### config.mk
export PLATFORM = sky130hd
export DESIGN_NAME = incremental_pi_regulator
export DESIGN_NICKNAME = d
export VERILOG_FILES = /design/src/hdl/ipireg_pkg.sv /design/src/hdl/ipireg_cfg.sv /design/src/hdl/ipireg_core.sv /design/src/hdl/incremental_pi_regulator.sv
export SDC_FILE = /design/constraint.sdc
export NUM_CORES = 2
export LEC_CHECK = 0
export BUFFER_PORTS_ARGS = -buffer_cell sky130_fd_sc_hd__buf_2
export CELL_PAD_IN_SITES_DETAIL_PLACEMENT = 1
export CELL_PAD_IN_SITES_GLOBAL_PLACEMENT = 1
export CORE_MARGIN = 1.5
export CORE_UTILIZATION = 47
export CTS_CLUSTER_DIAMETER = 100
export DETAILED_ROUTE_END_ITERATION = 7
export PLACE_DENSITY = 0.81
export SYNTH_ARGS = -nofsm -noshare
export SYNTH_HDL_FRONTEND = slang
export SYNTH_SLANG_ARGS = --single-unit
### constraint.sdc
create_clock -name clk -period 14.2 [get_ports clk]
set_clock_uncertainty 0.15 [all_clocks]
set_input_delay 4.26 -clock clk [delete_from_list [all_inputs] [get_ports clk]]
set_output_delay 4.26 -clock clk [all_outputs]
set_load 0.01 [all_outputs]
### src/hdl/ipireg_pkg.sv
// Shared constants, register codes and configuration struct for the PI regulator.
`default_nettype none

package ipireg_pkg;

  // Fixed field widths
  localparam int GAIN_WIDTH          = 16;
  localparam int ACC_WIDTH           = 32;
  localparam int DRIVE_WIDTH         = 16;
  localparam int CFG_DATA_WIDTH      = 32;
  localparam int CFG_INDEX_WIDTH     = 2;
  localparam int PROP_SHIFT          = 4;
  localparam int ERROR_WIDTH_DEFAULT = 16;

  // Register indexes
  localparam logic [CFG_INDEX_WIDTH-1:0] REG_PROP_GAIN   = 2'd0;
  localparam logic [CFG_INDEX_WIDTH-1:0] REG_INTEG_GAIN  = 2'd1;
  localparam logic [CFG_INDEX_WIDTH-1:0] REG_UPPER_LIMIT = 2'd2;
  localparam logic [CFG_INDEX_WIDTH-1:0] REG_LOWER_LIMIT = 2'd3;

  // Reset values of the clamp limits
  localparam logic signed [ACC_WIDTH-1:0] UPPER_LIMIT_RESET = 32'sh7FFF_FFFF;
  localparam logic signed [ACC_WIDTH-1:0] LOWER_LIMIT_RESET = 32'sh8000_0000;

  // Configuration handed from the register file to the datapath
  typedef struct packed {
    logic signed [GAIN_WIDTH-1:0] prop_gain;
    logic signed [GAIN_WIDTH-1:0] integ_gain;
    logic signed [ACC_WIDTH-1:0]  upper_limit;
    logic signed [ACC_WIDTH-1:0]  lower_limit;
  } cfg_t;

endpackage

`default_nettype wire

### src/hdl/ipireg_cfg.sv
// Configuration register file: gains and clamp limits.
`default_nettype none

module ipireg_cfg (
  input  wire logic                                 clk,
  input  wire logic                                 rst,
  input  wire logic                                 cfg_wen,
  input  wire logic [ipireg_pkg::CFG_INDEX_WIDTH-1:0] cfg_index,
  input  wire logic [ipireg_pkg::CFG_DATA_WIDTH-1:0]  cfg_data,
  output ipireg_pkg::cfg_t                          cfg
);
  import ipireg_pkg::*;

  cfg_t regs;

  // Register writes, one index per beat
  always_ff @(posedge clk) begin
    if (rst) begin
      regs.prop_gain   <= '0;
      regs.integ_gain  <= '0;
      regs.upper_limit <= UPPER_LIMIT_RESET;
      regs.lower_limit <= LOWER_LIMIT_RESET;
    end else if (cfg_wen) begin
      case (cfg_index)
        REG_PROP_GAIN:   regs.prop_gain   <= cfg_data[GAIN_WIDTH-1:0];
        REG_INTEG_GAIN:  regs.integ_gain  <= cfg_data[GAIN_WIDTH-1:0];
        REG_UPPER_LIMIT: regs.upper_limit <= cfg_data[ACC_WIDTH-1:0];
        REG_LOWER_LIMIT: regs.lower_limit <= cfg_data[ACC_WIDTH-1:0];
        default: ;
      endcase
    end
  end

  assign cfg = regs;

endmodule

`default_nettype wire

### src/hdl/ipireg_core.sv
// PI datapath: increment, accumulate, clamp, and the regulator state.
`default_nettype none

module ipireg_core #(
  parameter int ERROR_WIDTH = ipireg_pkg::ERROR_WIDTH_DEFAULT
) (
  input  wire logic                                  clk,
  input  wire logic                                  rst,
  input  wire ipireg_pkg::cfg_t                      cfg,
  input  wire logic                                  update,
  input  wire logic signed [ERROR_WIDTH-1:0]         error,
  output logic signed [ipireg_pkg::DRIVE_WIDTH-1:0]  drive_next
);
  import ipireg_pkg::*;

  localparam int DIFF_W   = ERROR_WIDTH + 1;
  localparam int PPROD_W  = DIFF_W + GAIN_WIDTH;
  localparam int PSHIFT_W = PPROD_W + PROP_SHIFT;
  localparam int IPROD_W  = ERROR_WIDTH + GAIN_WIDTH;
  localparam int INC_W    = PSHIFT_W + 1;
  localparam int SUM_W    = ((ACC_WIDTH > INC_W) ? ACC_WIDTH : INC_W) + 1;

  logic signed [ERROR_WIDTH-1:0] prev_error;
  logic signed [ACC_WIDTH-1:0]   accum;
  logic signed [ACC_WIDTH-1:0]   accum_next;

  logic signed [DIFF_W-1:0]   diff;
  logic signed [PPROD_W-1:0]  pprod;
  logic signed [PSHIFT_W-1:0] pshift;
  logic signed [IPROD_W-1:0]  iprod;
  logic signed [INC_W-1:0]    inc;
  logic signed [SUM_W-1:0]    sum;

  // Increment at full width, nothing wraps
  always_comb begin
    diff   = DIFF_W'(error) - DIFF_W'(prev_error);
    pprod  = PPROD_W'(diff) * PPROD_W'(cfg.prop_gain);
    pshift = PSHIFT_W'(pprod) <<< PROP_SHIFT;
    iprod  = IPROD_W'(error) * IPROD_W'(cfg.integ_gain);
    inc    = INC_W'(pshift) + INC_W'(iprod);
    sum    = SUM_W'(accum) + SUM_W'(inc);
  end

  // Clamp: upper limit wins when the limits cross
  always_comb begin
    if (sum > SUM_W'(cfg.upper_limit)) begin
      accum_next = cfg.upper_limit;
    end else if (sum < SUM_W'(cfg.lower_limit)) begin
      accum_next = cfg.lower_limit;
    end else begin
      accum_next = sum[ACC_WIDTH-1:0];
    end
  end

  assign drive_next = accum_next[ACC_WIDTH-1 -: DRIVE_WIDTH];

  // Regulator state advances once per item
  always_ff @(posedge clk) begin
    if (rst) begin
      prev_error <= '0;
      accum      <= '0;
    end else if (update) begin
      prev_error <= error;
      accum      <= accum_next;
    end
  end

endmodule

`default_nettype wire

### src/hdl/incremental_pi_regulator.sv
// Top level of the incremental PI regulator with output clamp.
//
//   channel  direction  handshake            payload
//   cfg      in         cfg_wen              cfg_index, cfg_data
//   in       in         in_valid / in_stall  error_in
//   out      out        out_valid/ out_stall drive_out
//
// One beat per cycle sustained while drive_out is not stalled; a beat passes
// from the input register into the result register and shows on drive_out.
// The accumulator loop through the multiply, add and clamp is combinational
// between the state registers, which sets the rate.
// Reset clears gains, state and valids and loads the clamp limits to full range.
// A stalled output holds its beat; the input register keeps taking a beat
// while it is empty or moving forward.
`default_nettype none

module incremental_pi_regulator #(
  parameter int ERROR_WIDTH = ipireg_pkg::ERROR_WIDTH_DEFAULT
) (
  input  wire logic                                   clk,
  input  wire logic                                   rst,
  input  wire logic                                   cfg_wen,
  input  wire logic [ipireg_pkg::CFG_INDEX_WIDTH-1:0] cfg_index,
  input  wire logic [ipireg_pkg::CFG_DATA_WIDTH-1:0]  cfg_data,
  input  wire logic                                   in_valid,
  output logic                                        in_stall,
  input  wire logic signed [ERROR_WIDTH-1:0]          error_in,
  output logic                                        out_valid,
  input  wire logic                                   out_stall,
  output logic signed [ipireg_pkg::DRIVE_WIDTH-1:0]   drive_out
);
  import ipireg_pkg::*;

  cfg_t                          cfg;
  logic                          s1_valid;
  logic signed [ERROR_WIDTH-1:0] s1_error;
  logic                          advance;
  logic                          in_take;
  logic signed [DRIVE_WIDTH-1:0] drive_next;

  ipireg_cfg u_cfg (
    .clk       (clk),
    .rst       (rst),
    .cfg_wen   (cfg_wen),
    .cfg_index (cfg_index),
    .cfg_data  (cfg_data),
    .cfg       (cfg)
  );

  // Flow control: stage 1 moves when the result register is free or draining
  assign advance  = !out_valid || !out_stall;
  assign in_stall = s1_valid && !advance;
  assign in_take  = in_valid && !in_stall;

  // Input register
  always_ff @(posedge clk) begin
    if (rst) begin
      s1_valid <= 1'b0;
    end else if (in_take) begin
      s1_valid <= 1'b1;
    end else if (advance) begin
      s1_valid <= 1'b0;
    end
  end

  always_ff @(posedge clk) begin
    if (in_take) begin
      s1_error <= error_in;
    end
  end

  ipireg_core #(
    .ERROR_WIDTH (ERROR_WIDTH)
  ) u_core (
    .clk        (clk),
    .rst        (rst),
    .cfg        (cfg),
    .update     (s1_valid && advance),
    .error      (s1_error),
    .drive_next (drive_next)
  );

  // Result register
  always_ff @(posedge clk) begin
    if (rst) begin
      out_valid <= 1'b0;
    end else if (advance) begin
      out_valid <= s1_valid;
    end
  end

  always_ff @(posedge clk) begin
    if (s1_valid && advance) begin
      drive_out <= drive_next;
    end
  end

endmodule

`default_nettype wire

**Word level (Yosys, flattened, before mapping)**

Index checks and enable logic that the tools add are counted.

- Bits in registers: 178
- Input port bits: 55
- Output and inout bits: 18
- Logic and storage cells: 38

- Add/subtract/negate cells: 3
- Multiply operators: 2
- $lt $le $gt $ge: 2
- Eq/ne operators: 3
- Multiplexer cells: 4
- Reduce and logical (&&, ||, !) cells: 14

Operators with widths:

| kind | count |
|---|---|
| two-way mux 32 bit | 2 |
| adder 32 x 38 -> 39 bit | 1 |
| greater-than comparator 39 x 32 -> 1 bit | 1 |
| less-than comparator 39 x 32 -> 1 bit | 1 |
| adder 37 x 32 -> 38 bit | 1 |
| multiplier 17 x 16 -> 33 bit | 1 |
| multiplier 16 x 16 -> 32 bit | 1 |
| subtractor 16 x 16 -> 17 bit | 1 |
| AND reduction 2 bit | 4 |
| equality test 2 bit (second input constant) | 2 |
| zero test 1 bit | 4 |
| logical AND 1 bit | 3 |
| equality test 2 x 1 -> 1 bit (second input constant) | 1 |
| zero test 2 bit | 1 |
| two-way mux 1 bit | 2 |
| nonzero test 2 bit | 1 |
| logical OR 1 bit | 1 |

**Depth between registers and ports, before layout**

- Depth after elaboration: 7
- Mapped depth: 69
- Depth with buffers taken out: 67

**Cells and area by module**

Synthesis repeated with hierarchy kept, for this count alone.

- Cell total of the unflattened synthesis: 3643
- Area total of the unflattened synthesis: 33322.0 um2

Modules (own cells, without submodules):

| module | instances | cells each | area each (um2) | seq. area each (um2) |
|---|---|---|---|---|
| ipireg_core | 1 | 3214 | 28313.4 | 960.9 |
| ipireg_cfg | 1 | 387 | 3961.3 | 1921.8 |
| incremental_pi_regulator | 1 | 42 | 1047.3 | 1001.0 |

**Least setup slack after synthesis**

OpenSTA, ideal clock, no wires.

- Path type: reg-to-reg
- Start point: register s1_error[0]
- End point: register drive_out[0] (netlist bit), data pin
- Data arrival time: 15.071 ns
- Required time: 13.796 ns
- Slack: -1.275 ns
- Cell stages (with the launch flop): 67
- Buffers on the path: 3
- Period minus slack after synthesis: 15.475 ns
- Path through: edfxtp_1 > clkbuf_1 > inv_1 > ha_1 > fa_1 > nor2b_1 > o21ai_1 > a21boi_1 > o21ai_1 > a21oi_1 > a41oi_1 > a221oi_2 > xor2_1 > clkbuf_1 > nand2_1 > fa_1 > fa_1 > fa_1 > [31 not listed] > o22a_1 > o21ai_1 > a221o_1 > a2111oi_1 > o21bai_1 > a21oi_1 > xnor2_1 > ha_1 > nand4_1 > nor2_1 > nand2_1 > nor3_2 > nand2_1 > o21ai_2 > xor2_2 > buf_6 > mux2_4 > o21a_1

- Longest elaborated chain between the ends: 7
- Elaborated cells on any way between the ends: 9
- Classes of those cells: add/sub: 3; mul: 2; order compare: 2; mux: 2

Ends and longest elaborated chain:

| what | line | text |
|---|---|---|
| start: declaration | incremental_pi_regulator.sv:36 | `logic signed [ERROR_WIDTH-1:0] s1_error;` |
| start signal: assignment | incremental_pi_regulator.sv:68 | `s1_error <= error_in;` |
| subtractor 16 x 16 -> 17 bit | ipireg_core.sv:36 | `diff = DIFF_W'(error) - DIFF_W'(prev_error);` |
| multiplier 17 x 16 -> 33 bit | ipireg_core.sv:37 | `pprod = PPROD_W'(diff) * PPROD_W'(cfg.prop_gain);` |
| adder 37 x 32 -> 38 bit (*) | ipireg_core.sv:40 | `inc = INC_W'(pshift) + INC_W'(iprod);` |
| adder 32 x 38 -> 39 bit (*) | ipireg_core.sv:41 | `sum = SUM_W'(accum) + SUM_W'(inc);` |
| less-than comparator 39 x 32 -> 1 bit | ipireg_core.sv:48 | `end else if (sum < SUM_W'(cfg.lower_limit)) begin` |
| two-way mux 32 bit | ipireg_core.sv:48 |  |
| two-way mux 32 bit (*) | ipireg_core.sv:46 | `if (sum > SUM_W'(cfg.upper_limit)) begin` |
| net drive_next[0] | incremental_pi_regulator.sv:39 | `logic signed [DRIVE_WIDTH-1:0] drive_next;` |
| end signal: assignment | incremental_pi_regulator.sv:94 | `drive_out <= drive_next;` |
| end: declaration | incremental_pi_regulator.sv:30 | `output logic signed [ipireg_pkg::DRIVE_WIDTH-1:0] drive_out` |

The timed path passes the listed nets; every way through them passes the cells marked *.
A chain may end at the register's enable or synchronous reset.

**Worst setup path after layout**

- Start point: register s1_error[0]
- End point: register u_core.accum[27]

- Longest elaborated chain between the ends: 7
- Elaborated cells on any way between the ends: 9
- Classes of those cells: add/sub: 3; mul: 2; order compare: 2; mux: 2

Ends and longest elaborated chain:

| what | line | text |
|---|---|---|
| subtractor 16 x 16 -> 17 bit | ipireg_core.sv:36 |  |
| multiplier 17 x 16 -> 33 bit | ipireg_core.sv:37 |  |
| adder 37 x 32 -> 38 bit (*) | ipireg_core.sv:40 |  |
| adder 32 x 38 -> 39 bit (*) | ipireg_core.sv:41 |  |
| less-than comparator 39 x 32 -> 1 bit | ipireg_core.sv:48 |  |
| two-way mux 32 bit | ipireg_core.sv:48 |  |
| two-way mux 32 bit (*) | ipireg_core.sv:46 |  |
| net drive_next[11] | incremental_pi_regulator.sv:39 |  |
| end signal: assignment | ipireg_core.sv:64 | `accum <= accum_next;` |
| end: declaration | ipireg_core.sv:24 | `logic signed [ACC_WIDTH-1:0] accum;` |

Marked as above.

==> results.sh <==
export IMPL_port_buffers=72
export IMPL_timing_hold_worst_start="u_core.accum[7]"
export IMPL_worst_r2r_startpoint="s1_error[0]"
export IMPL_hold_violations=0
export IMPL_floorplan_io_pins=73
export IMPL_clk_insertion_delay_late_ps=510
export IMPL_vdd_ir_drop_max_uv=270
export IMPL_effective_utilization_at_floorplan_pct=47.6
export IMPL_finalMaxSlewViolations=0
export IMPL_dp_final_hpwl_um=86300
export IMPL_via_per_inst=5.68
export IMPL_whs_endpoint="u_core.accum[7]"
export IMPL_synth_top_area_share_pct=38.9
export IMPL_cell_depth_of_the_worst_hold_path=2
export IMPL_final_setup_viol_count=48
export IMPL_synth_seq_area_share_pct=11.9
export IMPL_yosysWarnings=0
export IMPL_timing_slew_headroom_pct=8.20
export IMPL_post_route_period_util_pct=114
export IMPL_vias_in_the_first_global_route=32100
export IMPL_utilization_pct=55.2
export IMPL_synth_edf_count=32
export IMPL_failing_checks="negative setup slack"
export IMPL_cp_capture_type="flop"
export IMPL_cts_clk_slew_worst_paths_ps=90
export IMPL_hp_class="reg -> reg"
export IMPL_register_bit_total_from_synthesis=178
export IMPL_worst_endpoint_arrival_ps=16450
export IMPL_drc=0
export IMPL_detailedPlace_worstSlack_ps=-1870
export IMPL_gp_congestion=0.909
export IMPL_die_w_um=267
export IMPL_max_cap_violation_count=0
export IMPL_yosys_top_cells_area="sky130_fd_sc_hd__fa_1 (39%), sky130_fd_sc_hd__ha_1 (11%), sky130_fd_sc_hd__inv_1 (9.4%), sky130_fd_sc_hd__dfxtp_1 (8.9%), sky130_fd_sc_hd__nand2_1 (6.4%)"
export IMPL_fmaxAchievable_ghz=0.0617
export IMPL_number_of_antenna_violations_at_the_first_check_in_global_routing=3
export IMPL_number_of_hold_buffers_added_after_cts=0
export IMPL_cp_launch_type="flop"
export IMPL_ant_nets=0
export IMPL_grt_remaining_overflow=0
export IMPL_run_status="complete, but fails checks"
export IMPL_synth_cell_type_count=81
export IMPL_synthesis_area_um2=32700
export IMPL_setup_slack_of_the_worst_register_to_register_path_ps=-2010
export IMPL_finalWorstSetupSlack_ps=-2010
export IMPL_net_total_in_the_final_layout=4932
export IMPL_routedWlPerCell_um=23.7
export IMPL_firstDrtPassIters=5
export IMPL_placementRows=96
export IMPL_via_count=27800
export IMPL_rr_endpoint="u_core.accum[27]"
export IMPL_synthArstFlopShare_pct=0
export IMPL_required_ps=14440
export IMPL_drive_gt1_share_pct=16.3
export IMPL_grt_total_usage_pct=33.4
export IMPL_die_height_um=267
export IMPL_core_area_um2=68700
export IMPL_synth_main_ff_cell="sky130_fd_sc_hd__dfxtp_1"
export IMPL_cts_tree="built"
export IMPL_post_synthesis_cell_type_with_the_largest_combined_area="sky130_fd_sc_hd__fa_1"
export IMPL_cts_root_to_sink_buffers=2
export IMPL_wirelength_um=116000
export IMPL_synth_most_common_cell="sky130_fd_sc_hd__inv_1"
export IMPL_initialDrtViolationCount=1826
export IMPL_power_leakage_nw=18.2
export IMPL_cts_root_buf="sky130_fd_sc_hd__clkbuf_16"
export IMPL_path_max_fanout=12
export IMPL_htree_num_levels=4
export IMPL_cpMaxStageDelayCell="sky130_fd_sc_hd__fa_2"
export IMPL_cts_sinks=178
export IMPL_design_die_area_um2=71100
export IMPL_rsz_0062_raised_after_global_routing="true"
export IMPL_mappedNetlistNets=4637
export IMPL_netlist_instances=3655
export IMPL_synthToLayoutAreaGrowth_pct=16.1
export IMPL_setup_crit_path_kind="reg -> reg"
export IMPL_synth_common_cells="sky130_fd_sc_hd__inv_1 (823), sky130_fd_sc_hd__fa_1 (635), sky130_fd_sc_hd__nand2_1 (559)"
export IMPL_timing_critical_path_slowest_cell_delay_ps=680
export IMPL_finalWorstPathRequiredPeriod_ps=16210
export IMPL_antenna_cells_inserted=0
export IMPL_synthesis_area_per_instance_um2=8.94
export IMPL_reg2reg_depth=66
export IMPL_power_density_cell_area_nw_per_um2=209
export IMPL_cts_buffers=17
export IMPL_grt_max_degree=89
export IMPL_grt_first_pass_wirelength_um=180000
export IMPL_worst_pin_slew_ps=1370
export IMPL_fillerInstances=7977
power breakdown:
group	switching, W	internal [W]	total (W)
clock	0.000290	0.000247	0.000537
sequential	0.0000699	0.000622	0.000692
combinational	0.00370	0.00300	0.00670
total	0.00406	0.00386	0.00793
area by class of cell:
cell class / count / area (um2) / share of cell area [%]
multi-input cells: 2511 / 26000 / 68.6
inverters: 825 / 3100 / 8.17
flip-flops and latches: 178 / 3880 / 10.2
repair buffers: 417 / 3100 / 8.18
clock buffers: 17 / 425 / 1.12
clock inverters: 15 / 220 / 0.580
well taps: 931 / 1160 / 3.07
per-layer routing:
metal | global-route usage [%] | share of wire (%) | vias to the layer above
li1 | - | - | 11800
met1 | 39.1 | 37 | 14400
met2 | 58.2 | 50 | 1154
met3 | 4.33 | 5.3 | 469
met4 | 20.6 | 7.1 | 0
met5 | 0 | 0 | -
timing repair:
| item | in CTS | in global routing |
|---|---|---|
| gates resized for setup | 110 | 53 |
| setup buffers | 37 | 12 |
| hold endpoints to repair | 0 | 0 |
| gates cloned | 4 | 0 |
| pin swaps | 67 | 72 |
| setup endpoints to repair | 48 | 48 |
worst max-delay path: cells and delay by family (launching register included):
| kind | cells | cell delay [ps] |
|---|---|---|
| buffers and inverters | 16 | 2030 |
| AOI/OAI and AO/OA | 21 | 3870 |
| and+or+nand+nor | 8 | 1130 |
| muxes | 1 | 300 |
| DFF | 1 | 420 |
| adders and majority gates | 17 | 7480 |
| xor gates and xnor gates | 3 | 670 |
metrics by stage:
stage | power, W | instance area, um2 | hold slack [ps] | setup TNS (ps) | instances
after detailed placement | 0.00620 | 36100 | 302 | -82940 | 4811
after floorplan | 0.00395 | 32900 | 286 | -13790 | 3655
final | 0.00793 | 37900 | 311 | -89960 | 4894
after global placement | 0.00583 | 36100 | 295 | -32220 | 4811
after CTS | 0.00741 | 37600 | 315 | -53640 | 4884
after global routing | 0.00835 | 37900 | 339 | -101540 | 4894
how the worst max path moves through the flow:
stage                        to        start  cells after the start
2_1_floorplan      drive_out[0]  s1_error[0]                     66
3_3_place_gp    u_core.accum[1]  s1_error[1]                     63
3_5_place_dp    u_core.accum[3]  s1_error[0]                     69
4_1_cts        u_core.accum[14]  s1_error[0]                     70
5_1_grt        u_core.accum[27]  s1_error[0]                     66
6_report       u_core.accum[27]  s1_error[0]                     66
state kept, by name, summed over array words and instances, names as in the netlist:
register	cells
u_core.prev_error	16
u_core.accum	32
out_valid	1
s1_error	16
s1_valid	1
drive_out	16
u_cfg.cfg	96
placed cells by master (no fill, tap or decap), types with 62 or more instances in the layout:
master and n:
sky130_fd_sc_hd__inv_1 806, sky130_fd_sc_hd__fa_1 625, sky130_fd_sc_hd__nand2_1 551, sky130_fd_sc_hd__buf_4 327, sky130_fd_sc_hd__ha_1 272, sky130_fd_sc_hd__and2_1 179, sky130_fd_sc_hd__dfxtp_1 145, sky130_fd_sc_hd__a21oi_1 143
sky130_fd_sc_hd__buf_2 72, sky130_fd_sc_hd__nor2_1 62
kinds of logic after synthesis:
group | share of synthesized area (%)
simple gates | 14.6
buf+inv | 11.2
fa+ha+maj | 50.1
compound gates | 8.90
flops | 11.9
xor+xnor | 2.17
mux | 1.15
Power figures use the tool's default switching activity.
